$ cat src/hdl/gcd_pkg.sv
// Shared types, constants and arc tangent table for the angular distance pipeline.
package gcd_pkg;

    localparam int ROT_STEPS  = 30;
    localparam int SQRT_STEPS = 31;
    localparam int VEC_STEPS  = 30;

    // CORDIC datapath widths: x/y carry growth headroom, z holds up to about 1.75 rad in Q.30
    localparam int XW = 34;
    localparam int ZW = 33;

    localparam logic signed [35:0] ONE_Q30     = 36'sd1073741824;
    localparam logic signed [35:0] PI_Q30      = 36'sd3373259426;
    localparam logic signed [35:0] HALF_PI_Q30 = 36'sd1686629713;
    localparam logic signed [35:0] TWO_PI_Q30  = 36'sd6746518852;
    localparam logic signed [XW-1:0] GAIN_Q30  = 34'sd652032874;

    typedef struct packed {
        logic signed [31:0] ra_first;
        logic signed [31:0] dec_first;
        logic signed [31:0] ra_second;
        logic signed [31:0] dec_second;
        logic               last_pair;
    } t_in;

    typedef struct packed {
        logic [31:0] separation;
        logic        last_out;
    } t_out;

    // Sideband that travels with each transaction down the pipeline
    typedef struct packed {
        logic       vld;
        logic       last;
        logic [2:0] neg;
        logic       csgn;
    } t_tag;

    function automatic logic [30:0] f_atan(input int i);
        case (i)
            0:       f_atan = 31'd843314857;
            1:       f_atan = 31'd497837829;
            2:       f_atan = 31'd263043837;
            3:       f_atan = 31'd133525158;
            4:       f_atan = 31'd67021687;
            5:       f_atan = 31'd33543516;
            6:       f_atan = 31'd16775851;
            7:       f_atan = 31'd8388437;
            8:       f_atan = 31'd4194283;
            9:       f_atan = 31'd2097149;
            default: f_atan = 31'd1 << (30 - i);
        endcase
    endfunction

endpackage

$ cat src/hdl/gcd_sqrt_cell.sv
// One bit of the restoring integer square root of 1 - c*c.
module gcd_sqrt_cell #(
    parameter int K = 0
) (
    input  logic          i_clk,
    input  logic          i_rst_n,
    input  logic          i_en,
    input  gcd_pkg::t_tag i_tag,
    input  logic [60:0]   i_rem,
    input  logic [61:0]   i_root,
    input  logic [30:0]   i_mag,
    output gcd_pkg::t_tag o_tag,
    output logic [60:0]   o_rem,
    output logic [61:0]   o_root,
    output logic [30:0]   o_mag
);
    import gcd_pkg::*;

    localparam logic [61:0] BIT = 62'd1 << (2 * K);

    logic [61:0] w_trial;
    logic [60:0] n_rem;
    logic [61:0] n_root;
    t_tag        r_tag;
    logic [60:0] r_rem;
    logic [61:0] r_root;
    logic [30:0] r_mag;

    assign w_trial = i_root + BIT;

    always_comb begin
        if ({1'b0, i_rem} >= w_trial) begin
            n_rem  = i_rem - w_trial[60:0];
            n_root = (i_root >> 1) + BIT;
        end else begin
            n_rem  = i_rem;
            n_root = i_root >> 1;
        end
    end

    always_ff @(posedge i_clk) begin
        if (!i_rst_n) begin
            r_tag <= '0;
        end else if (i_en) begin
            r_tag <= i_tag;
        end
    end

    always_ff @(posedge i_clk) begin
        if (i_en) begin
            r_rem  <= n_rem;
            r_root <= n_root;
            r_mag  <= i_mag;
        end
    end

    assign o_tag  = r_tag;
    assign o_rem  = r_rem;
    assign o_root = r_root;
    assign o_mag  = r_mag;

endmodule

$ cat config.mk
export PLATFORM = sky130hd
export DESIGN_NAME = gcd_sqrt_cell
export DESIGN_NICKNAME = d
export VERILOG_FILES = /design/src/hdl/gcd_pkg.sv /design/src/hdl/gcd_sqrt_cell.sv
export SDC_FILE = /design/constraint.sdc
export NUM_CORES = 1
export LEC_CHECK = 0
export BUFFER_PORTS_ARGS = -buffer_cell sky130_fd_sc_hd__buf_2
export CORE_ASPECT_RATIO = 0.5
export CORE_UTILIZATION = 58
export CTS_CLUSTER_SIZE = 30
export DETAILED_ROUTE_END_ITERATION = 8
export PLACE_DENSITY = 0.85
export SYNTH_ARGS = -nofsm -noshare
export SYNTH_HDL_FRONTEND = slang
export SYNTH_SLANG_ARGS = --single-unit
$ cat constraint.sdc
create_clock -name i_clk -period 13.56 [get_ports i_clk]
set_input_delay 2.034 -clock i_clk [delete_from_list [all_inputs] [get_ports i_clk]]
set_output_delay 2.034 -clock i_clk [all_outputs]
set_load 0.1 [all_outputs]
# Yosys cells after proc, flatten, opt, wreduce, memory -nomap -nowiden

Index checks and enable logic that the tools add are counted.

Add/subtract/negate cells: 3
Magnitude comparators: 1
Mux-type cells: 2

Operators with widths:

| cell                                                             | count |
|---|---|
| 61-bit 2-to-1 mux                                                | 2 |
| 61-bit by 1-bit adder with 62-bit output (second input constant) | 1 |
| 62-bit by 1-bit adder with 62-bit output (second input constant) | 1 |
| 61-bit by 62-bit greater-or-equal comparator with 1-bit output   | 1 |
| 61-bit subtractor                                                | 1 |

Register bits after elaboration: 160
Input port bits: 163
Output and inout bits: 160
Word-level logic and storage cells: 14

# Longest topological paths before layout

Word-level depth: 3
Depth in mapped cells: 27

# Worst setup path before layout

OpenSTA, ideal clock, no wires.

Path kind: input port to flip-flop
Start point: input port i_root[5]
End point: register r_root[25], in the netlist o_root[25], data pin
Library setup time: 0.258 ns
Data arrival time: 6.195 ns
Data required time: 13.302 ns
Slack: 7.108 ns
Stages: 24
Buffers on the path: 7
Cell sequence: buf_2 > and4_4 > buf_6 > and3_1 > buf_4 > and4_1 > buf_2 > and2_4 > nand3_4 > nor2_2 > nand3_1 > nor3_1 > xnor2_1 > ha_1 > buf_2 > nand4_1 > or3_1 > or3_1 > o21ai_1 > o21a_1 > buf_6 > buf_6 > nand3_1 > xnor2_1

Word-level cells in the longest chain between the ends: 3

Ends and longest elaborated chain:

| what                                                           | line                | RTL |
|---|---|---|
| start: declaration                                             | gcd_sqrt_cell.sv:10 | `input logic [61:0] i_root,` |
| 62-bit by 1-bit adder with 62-bit output                       | gcd_sqrt_cell.sv:29 | `assign w_trial = i_root + BIT;` |
| 61-bit by 62-bit greater-or-equal comparator with 1-bit output | gcd_sqrt_cell.sv:32 | `if ({1'b0, i_rem} >= w_trial) begin` |
| 61-bit 2-to-1 mux (*)                                          | gcd_sqrt_cell.sv:32 |  |
| via n_root[25]                                                 | gcd_sqrt_cell.sv:23 | `logic [61:0] n_root;` |
| end signal: assignment                                         | gcd_sqrt_cell.sv:52 | `r_root <= n_root;` |
| end: declaration                                               | gcd_sqrt_cell.sv:26 | `logic [61:0] r_root;` |

Mark *: on every way through the listed nets, which the timed path passes. The rest lies on a longest branch.
A chain may end at the register's enable or synchronous reset.

# Worst setup path in the final report

Start point: input port i_root[8]
End point: register r_root[53], in the netlist o_root[53], data pin

The elaborated chain is that of the path after synthesis.

==> results.toml <==
[timing]
slew-limit-headroom_pct = 25.36
fin_setup_tns_ns = 0
rsz0062_at_grt = "no"
fin_crit_sh_pct = 57.98
hold_violations = 0
hold-worst-slack_ns = 0.5196
layout_setup_ws_ns = 5.699
worst_pin_slew_ns = 1.120
finalMaxSlewViolations = 0
skew_ns = 0
max_freq_mhz = 127.2
setup-violations-final = 0
period_needed_ns = 7.861

[placed_design]
hpwl_um = 29800
gp_routability_congestion = 0.9824
preCtsSetupSlack_ns = 5.407
port_buffers = 322
place_area_um2 = 13490

[clock_tree]
cts_tree = "built"
cts.sinks = 160
worstSkewPairLatency_ns = 0.45
cts-resized-gates = 0
cts_hold_buf = 0
htreeDepth = 4
cts.repair_timing.setup_buffer_count = 0
clockBufferDepth = 2
cts_root_buf = "clkbuf_16"
cts_made_buffers = 17
clkSlewWorstSetupHoldPaths_ns = 0.06

[global_routing]
track_usage_pct = 35.28
antenna_found_initial = 0
grt_pass1_wl_um = 56730
grt_pass1_vias = 10320
grt.overflow.total = 0
grt_max_degree = 112

[floorplan]
die_w_um = 204.5
row_count = 36
start_util_pct = 60.11
core_um2 = 19770
io_pins = 323
die_y_um = 103.2
dieArea_um2 = 21100

[detailed_routing]
routedWlPerCell_um = 20.98
routed_wl_um = 38230
route.vias.total = 11170
ant_nets = 0
drcViolationCount = 0
first_pass_iters = 8
via_per_inst = 6.128
drt_iter0_markers = 1280

[logic_synthesis]
syn_avg_cell_area_um2 = 9.359
synth_edf_count = 154
synth_top_area_share_pct = 38.91
synth_seq_cells = 160
yosys.cell_types.count = 74
yosysTopAreaCell = "edfxtp_1"
ys.warnings.count = 0
syn-cell-area_um2 = 11890
syn_inst = 1270
syn_nets = 1497
yosys.cell_count.top_type = "nand2_1"
synthTopCellsByArea = "edfxtp_1, xnor2_1, ha_1"
ys_async_sr_fraction_pct = 0
synth_flop_cell = "edfxtp_1"
synth_commonest_cells = "nand2_1, edfxtp_1, xnor2_1"
yosysSeqAreaShare_pct = 39.92

[setup_path]
critical_path_class = "input port to register"
cp-start-kind = "input port"
path_max_fanout = 111
rr_endpoint = "o_tag[0]"
timing.rr.start = "o_tag[0]"
required_ns = 13.76
end_kind = "register"
worst_ep_arrival_time_ns = 8.06
reg2reg_depth = 2
rrSetupSlack_ns = 12.90

[power_and_ir_drop]
irDropWorstVdd_mv = 0.1213
finalPower_w = 0.001779
power_density_nw_per_um2 = 126.7
p_leak_nw = 5.720

[job]
max_cap_viol_count = 0

[status]
outcome = "complete, no violations"

[worst_hold_path]
holdPathStages = 2
min_to = "o_tag[2]"
hp-start = "o_tag[2]"
hp-class = "register to register"

[final_layout]
design_area_um2 = 14040
drive_above_1_share_pct = 25.45
syn_to_final_growth_pct = 18.12
num-fill-cells = 1513
diodes = 0
final_nets = 1770
## sequential cells by signal, indices dropped and copies added (netlist names)
name    cells
o_tag       6
o_mag      31
o_rem      61
o_root     62
## metrics by stage
step                utilization (%)  std cells
floorplan                         -       1270
global route                  71.00       1822
detailed placement            68.22       1790
global placement              68.22       1790
CTS                           71.00       1822
finish                        71.00       1822
## layout by cell type, fill, tap and decap left out, types with 15 or more instances in the layout
cell type / instances
nand4_1: 48
nor2_1: 69
a21oi_1: 69
and3_1: 16
xnor2_1: 93
o21ai_1: 15
inv_1: 22
xor2_1: 81
ha_1: 63
nor3_1: 32
nand3_1: 53
edfxtp_1: 154
a21o_1: 34
nand2_1: 186
buf_2: 321
clkbuf_16: 17
o21ai_0: 84
## cell type report
class / count / area (um^2) / area share (%)
inverters: 22 / 82.58 / 0.5882
clock inverters: 12 / 112.6 / 0.8021
flip-flops and latches: 160 / 4745 / 33.79
repair buffers: 326 / 1648 / 11.74
well taps: 266 / 332.8 / 2.371
clock buffers: 20 / 436.7 / 3.110
multi-input cells: 1016 / 6683 / 47.60
## worst max path at each step
stage	start	end	slack, ns	cells after the start
after floorplan	i_root[5]	o_root[25]	7.11	24
after global placement	i_root[8]	o_root[53]	5.58	18
after detailed placement	i_root[8]	o_root[53]	5.41	18
after CTS	i_root[8]	o_root[53]	5.85	18
after global routing	i_root[8]	o_root[53]	5.40	18
final	i_root[8]	o_root[53]	5.70	18
## routing by layer
metal	track usage, %	vias to the layer above	share of wire (%)
met5	0	-	0
met4	10.91	0	2.0
met3	6.798	66	9.4
met2	60.03	666	48
met1	46.14	5249	41
li1	-	5185	-
## logic make-up after synthesis
logic type	count (synthesis)	share of synthesized area, %
buffers and inverters	94	3.863
AND/OR/NAND/NOR	489	20.82
multiplexers	7	0.6000
flip-flops	160	39.92
AO/OA/AOI/OAI	282	15.18
XOR/XNOR	174	12.82
adder cells (fa/ha/maj)	64	6.800
## report_power, final
group / switching [W] / total, W / internal (W) / leakage [nW]
registers: 0.0000147 / 0.000611 / 0.000597 / 1.56
logic: 0.000551 / 0.000701 / 0.000150 / 3.90
clock network: 0.000213 / 0.000466 / 0.000253 / 0.265
total: 0.000779 / 0.00178 / 0.00100 / 5.72
## worst max-delay path, stage by stage
cell and delay, ns:
buf_2 0.16, nand4_1 0.19, nor2_1 0.34, nand3_1 0.64, or2_2 0.62, nor2_1 0.36
nand2_1 0.11, xor2_1 0.19, ha_1 0.46, nand2_1 0.08, or3_1 0.34, nor3_1 0.64
nand4_1 0.34, o21ai_1 0.35, o21ai_4 0.09, buf_4 0.40, or3_1 0.53, xnor2_1 0.15
(Power assumes the default switching activity.)
