### src/hdl/gcd_pkg.sv
// Shared types, constants and arc tangent table for the angular distance pipeline.
package gcd_pkg;

    localparam int ROT_STEPS  = 30;
    localparam int SQRT_STEPS = 31;
    localparam int VEC_STEPS  = 30;

    // CORDIC datapath widths: x/y carry growth headroom, z holds up to about 1.75 rad in Q.30
    localparam int XW = 34;
    localparam int ZW = 33;

    localparam logic signed [35:0] ONE_Q30     = 36'sd1073741824;
    localparam logic signed [35:0] PI_Q30      = 36'sd3373259426;
    localparam logic signed [35:0] HALF_PI_Q30 = 36'sd1686629713;
    localparam logic signed [35:0] TWO_PI_Q30  = 36'sd6746518852;
    localparam logic signed [XW-1:0] GAIN_Q30  = 34'sd652032874;

    typedef struct packed {
        logic signed [31:0] ra_first;
        logic signed [31:0] dec_first;
        logic signed [31:0] ra_second;
        logic signed [31:0] dec_second;
        logic               last_pair;
    } t_in;

    typedef struct packed {
        logic [31:0] separation;
        logic        last_out;
    } t_out;

    // Sideband that travels with each transaction down the pipeline
    typedef struct packed {
        logic       vld;
        logic       last;
        logic [2:0] neg;
        logic       csgn;
    } t_tag;

    function automatic logic [30:0] f_atan(input int i);
        case (i)
            0:       f_atan = 31'd843314857;
            1:       f_atan = 31'd497837829;
            2:       f_atan = 31'd263043837;
            3:       f_atan = 31'd133525158;
            4:       f_atan = 31'd67021687;
            5:       f_atan = 31'd33543516;
            6:       f_atan = 31'd16775851;
            7:       f_atan = 31'd8388437;
            8:       f_atan = 31'd4194283;
            9:       f_atan = 31'd2097149;
            default: f_atan = 31'd1 << (30 - i);
        endcase
    endfunction

endpackage

### src/hdl/gcd_vec_cell.sv
// One vectoring-mode CORDIC step of the arc tangent.
module gcd_vec_cell #(
    parameter int STEP = 0
) (
    input  logic                          i_clk,
    input  logic                          i_rst_n,
    input  logic                          i_en,
    input  gcd_pkg::t_tag                 i_tag,
    input  logic signed [gcd_pkg::XW-1:0] i_x,
    input  logic signed [gcd_pkg::XW-1:0] i_y,
    input  logic signed [gcd_pkg::ZW-1:0] i_z,
    output gcd_pkg::t_tag                 o_tag,
    output logic signed [gcd_pkg::XW-1:0] o_x,
    output logic signed [gcd_pkg::XW-1:0] o_y,
    output logic signed [gcd_pkg::ZW-1:0] o_z
);
    import gcd_pkg::*;

    logic signed [ZW-1:0] w_atan;
    logic signed [XW-1:0] n_x;
    logic signed [XW-1:0] n_y;
    logic signed [ZW-1:0] n_z;
    t_tag                 r_tag;
    logic signed [XW-1:0] r_x;
    logic signed [XW-1:0] r_y;
    logic signed [ZW-1:0] r_z;

    assign w_atan = $signed({2'b00, f_atan(STEP)});

    always_comb begin
        if (!i_y[XW-1]) begin
            n_x = i_x + (i_y >>> STEP);
            n_y = i_y - (i_x >>> STEP);
            n_z = i_z + w_atan;
        end else begin
            n_x = i_x - (i_y >>> STEP);
            n_y = i_y + (i_x >>> STEP);
            n_z = i_z - w_atan;
        end
    end

    always_ff @(posedge i_clk) begin
        if (!i_rst_n) begin
            r_tag <= '0;
        end else if (i_en) begin
            r_tag <= i_tag;
        end
    end

    always_ff @(posedge i_clk) begin
        if (i_en) begin
            r_x <= n_x;
            r_y <= n_y;
            r_z <= n_z;
        end
    end

    assign o_tag = r_tag;
    assign o_x   = r_x;
    assign o_y   = r_y;
    assign o_z   = r_z;

endmodule

### config.mk
export PLATFORM = sky130hd
export DESIGN_NAME = gcd_vec_cell
export DESIGN_NICKNAME = d
export VERILOG_FILES = /design/src/hdl/gcd_pkg.sv /design/src/hdl/gcd_vec_cell.sv
export SDC_FILE = /design/constraint.sdc
export NUM_CORES = 1
export LEC_CHECK = 0
export BUFFER_PORTS_ARGS = -buffer_cell sky130_fd_sc_hd__buf_4
export CORE_MARGIN = 3
export CORE_UTILIZATION = 42
export CTS_CLUSTER_DIAMETER = 60
export DETAILED_ROUTE_END_ITERATION = 10
export HOLD_SLACK_MARGIN = 0.15
export SYNTH_ARGS = -nofsm -noshare
export SYNTH_HDL_FRONTEND = slang
export SYNTH_SLANG_ARGS = --single-unit
### constraint.sdc
create_clock -name i_clk -period 4.95 [get_ports i_clk]
set_clock_uncertainty 0.05 [all_clocks]
set_input_delay 0.7425 -clock i_clk [delete_from_list [all_inputs] [get_ports i_clk]]
set_output_delay 0.7425 -clock i_clk [all_outputs]
set_load 0.01 [all_outputs]
[Word level (Yosys, flattened, before mapping)]
Index checks and enable logic that the tools add are counted.
Word-level totals
  register bits after elaboration: 107
  latch bits: 0
  RAM bits: 0
  bits in read-only memories: 0
  logic and storage cells: 15
  memories: 0
Operators by class
  $add $sub $neg: 5
  multipliers: 0
  divide/modulo/power cells: 0
  $lt $le $gt $ge: 0
  equality and inequality tests: 0
  shift-type cells: 0
  muxes and demuxes: 3
  bitwise operators: 0
  reduce and logical (&&, ||, !) cells: 0
Operators with widths (number)
  34-bit 2-to-1 mux: 2
  34-bit subtractor: 2
  34-bit adder: 1
  33-bit by 31-bit adder with 33-bit output (second input constant): 1
  33-bit 2-to-1 mux: 1
  33-bit by 31-bit subtractor with 33-bit output (second input constant): 1

[Depth between registers and ports, before layout]
  word-level depth: 2
  mapped depth: 13

[Least setup slack after synthesis]
No wires, ideal clock.
  path type: input-to-reg
  from: in i_y[33] in the netlist's numbering
  to: reg r_z[24], in the netlist o_z[24] (data pin)
  library setup time: 261 ps
  data arrival time: 3812 ps
  slack: 827 ps
  cell stages on the path: 13
  path buffers: 3
  cell sequence: clkbuf_1 -> inv_1 -> clkbuf_1 -> clkbuf_1 -> ha_1 -> a21oi_1 -> nor3b_1 -> a2111o_1 -> a21oi_1 -> or3_1 -> a21oi_1 -> nor4_1 -> a311o_1
On the way
  longest elaborated chain between the ends: 1
RTL lines
  start: declaration: line gcd_vec_cell.sv:10  | input logic signed [gcd_pkg::XW-1:0] i_y,
  33-bit 2-to-1 mux: line gcd_vec_cell.sv:31  | if (!i_y[XW-1]) begin
  net n_z[24]: line gcd_vec_cell.sv:22  | logic signed [ZW-1:0] n_z;
  end signal: assignment: line gcd_vec_cell.sv:54  | r_z <= n_z;
  end: declaration: line gcd_vec_cell.sv:26  | logic signed [ZW-1:0] r_z;
The timed path passes the listed nets, and every way through them passes these cells.
A chain may end at the register's enable or synchronous reset.

[Final worst setup path]
  from: in i_y[33] in the netlist's numbering
  to: reg r_z[30], in the netlist o_z[30] (data pin)
Same word-level chain as after synthesis.

==> impl_metrics.yaml <==
clock_tree:
  cts.sinks: 106
  numCtsBuffers: 9
  cts_tree: "built"
  htree_levels: 3
  cts_setup_buffers: 0
  clock_latency_ns: 0.36
  clk_pin_slew_ns: 0.08
  root_buffer: "clkbuf_16"
  cts_max_path_buffers: 2
  postCtsHoldBufs: 0
  cts_resized: 0
finish:
  utilization_pct: 51.4
  num_antenna_cells: 0
  drive_above_1_share_pct: 18.2
  layoutNonFillerInstCount: 1771
  nFillCells: 2421
  area_growth_syn_to_layout_pct: 20.1
  final_nets: 1680
grt:
  gr-usage-met1_pct: 35.5
  grt_max_degree: 82
  grt_use_met2_pct: 36.2
  top_usage_layer: "met2"
  grt_overflow: 0
  grt_pass1_vias: 9714
  track_usage_pct: 24.0
  grt_pass1_wl_mm: 54.0
  antenna_found_initial: 0
  met3_usage_pct: 3.45
setup_path:
  r2r-end: "o_tag[0]"
  worstSetupPathType: "input port to flip-flop"
  r2r_start: "o_tag[0]"
  startpoint_type: "input port"
  cp-startpoint: "i_y[33]"
  path_max_fanout: 18
  arrival_ns: 3.89
  worst_ep_required_time_ns: 5.01
  end_kind: "flip-flop"
  reg2reg_depth: 2
  rrSetupSlack_ns: 4.28
timing:
  rsz0062_at_grt: "false"
  fmax_mhz: 261
  hold_slack_ns: 0.475
  fin_tns_setup_ns: 0
  hold_viol: 0
  tightest_slew_ns: 1.07
  min_period_over_period_pct: 77.3
  layout_min_cycle_time_ns: 3.83
  relSlewSlack_pct: 28.5
  slew_violations: 0
  finalSetupViolations: 0
route:
  ant_nets: 0
  vias: 10200
  drc: 0
  dr.pass1.iters: 6
  wl_per_cell_um: 19.3
  drtIter0Drc: 930
  wl_mm: 34.2
  vias_per_cell: 5.76
logic_synthesis:
  ys_seq_area_share_pct: 29.0
  synth_edf_count: 100
  netlist_instances: 1249
  synth_top_cell_by_area: "edfxtp_1"
  yosysMostFrequentCell: "a21oi_1"
  async_reset_ff_share_pct: 0
  syn_area_mm2: 0.0108
  ys_warn_count: 0
  synth_nets: 1493
  synth-seq-cells: 106
  synth_area_leaders: "edfxtp_1 (28%), ha_1 (15%), a21oi_1 (6.4%)"
  synth.top_cell.area_share_pct: 27.9
  ys.flop_type: "edfxtp_1"
  synth.avg_cell_area_um2: 8.63
  ys_types: 77
  synth_commonest_cells: "a21oi_1 (138), ha_1 (130), inv_1 (105), edfxtp_1 (100), nor2_1 (96)"
floorplan:
  core_region_area_mm2: 0.0252
  num_rows: 58
  pin_count: 217
  die_width_um: 166
  start_util_pct: 42.8
  die_h_um: 166
  die-area_mm2: 0.0276
run_status:
  status: "finished clean"
power:
  power_switching_mw: 1.25
  p_leak_nw: 5.75
  p_total_mw: 3.40
  clockPowerShare_pct: 20.7
  switching_share_pct: 36.8
  p_int_mw: 2.15
  irDropWorstVdd_mv: 0.152
  powerDensity_mw_per_mm2: 262
  seq_power_share_pct: 36.0
  power_frac_comb_pct: 43.3
worst_hold_path:
  min_to: "o_tag[4]"
  hold_path.class: "flip-flop to flip-flop"
  hp-start: "o_tag[4]"
  holdPathStages: 2
place:
  place_inst: 1755
  place.gp.congestion: 0.970
  dp_hpwl_mm: 27.7
  port_buffers: 216
job:
  cap_violations: 0
## flip-flops by register name, indices dropped and copies added (netlist names)
| register | flops |
|---|---|
| o_tag | 6 |
| o_x | 34 |
| o_y | 33 |
| o_z | 33 |
## power by group through the flow
| stage | Combinational [mW] | Sequential, mW | Clock, mW |
|---|---|---|---|
| 2_1_floorplan | 0.786 | 1.31 | 0 |
| 3_3_place_gp | 1.45 | 1.24 | 0 |
| 3_5_place_dp | 1.45 | 1.25 | 0 |
| 4_1_cts | 1.46 | 1.23 | 0.727 |
| 5_1_grt | 1.60 | 1.24 | 0.765 |
| 6_report | 1.47 | 1.22 | 0.703 |
## cells in the final DEF (no fill, tap or decap), drive strengths merged, types with 25 or more instances in the layout
cell type,instances
o21bai,28
nor2,96
o21ai,87
inv,109
edfxtp,100
mux2i,25
buf,224
a21oi,139
a21o,31
ha,130
xnor2,72
nand2,61
## worst max-delay path, cell delays in order
cell       delay (ns)
buf_4            0.10
clkinv_1         0.50
ha_1             0.63
nand4_1          0.24
nor4_1           0.41
o2111ai_1        0.25
a21oi_1          0.31
nor2_1           0.09
o21ai_0          0.27
a21boi_0         0.18
xnor2_1          0.15
## logic make-up (layout without fill, tap and decap cells)
| kind of cell | after synthesis | count (layout) | synth area share, % |
|---|---|---|---|
| AOI/OAI and AO/OA | 421 | 421 | 24.9 |
| buffers and inverters | 155 | 347 | 5.66 |
| and+or+nand+nor | 316 | 316 | 14.7 |
| xor gates and xnor gates | 89 | 89 | 7.23 |
| DFF | 106 | 106 | 29.0 |
| adders and majority gates | 134 | 134 | 15.8 |
| muxes | 28 | 28 | 2.63 |
## stage by stage
step / cell area (um2) / setup slack, ns
after global placement: 12700 / 0.814
after floorplan: 10800 / 0.827
final: 12900 / 1.12
after CTS: 12900 / 1.16
after detailed placement: 12700 / 0.799
after global routing: 12900 / 0.897
## routing by layer
metal	part of all wire, %	routed length (um)	vias up
met3	6.3	2170	57
met1	48	16300	4766
li1	-	-	4942
met2	43	14800	429
met4	2.8	952	0
met5	0	0	-
## final cells by class
| cell class | instances | area, um2 | area share, % |
|---|---|---|---|
| tap | 330 | 413 | 3.19 |
| timing repair buffer | 224 | 1680 | 13.0 |
| multi-input combinational | 988 | 7050 | 54.4 |
| inverter | 107 | 402 | 3.10 |
| clock buffer | 9 | 225 | 1.74 |
| clock inverter | 7 | 57.6 | 0.444 |
| sequential | 106 | 3120 | 24.1 |
## worst max-delay path by stage
stage	to	depth (start not counted)	slack, ns
after floorplan	o_z[24]	13	0.83
after global placement	o_z[31]	11	0.81
after detailed placement	o_z[30]	11	0.80
after CTS	o_z[30]	11	1.16
after global routing	o_z[31]	11	0.90
final	o_z[30]	11	1.12
Note: power is estimated with default switching activity, not from simulation.
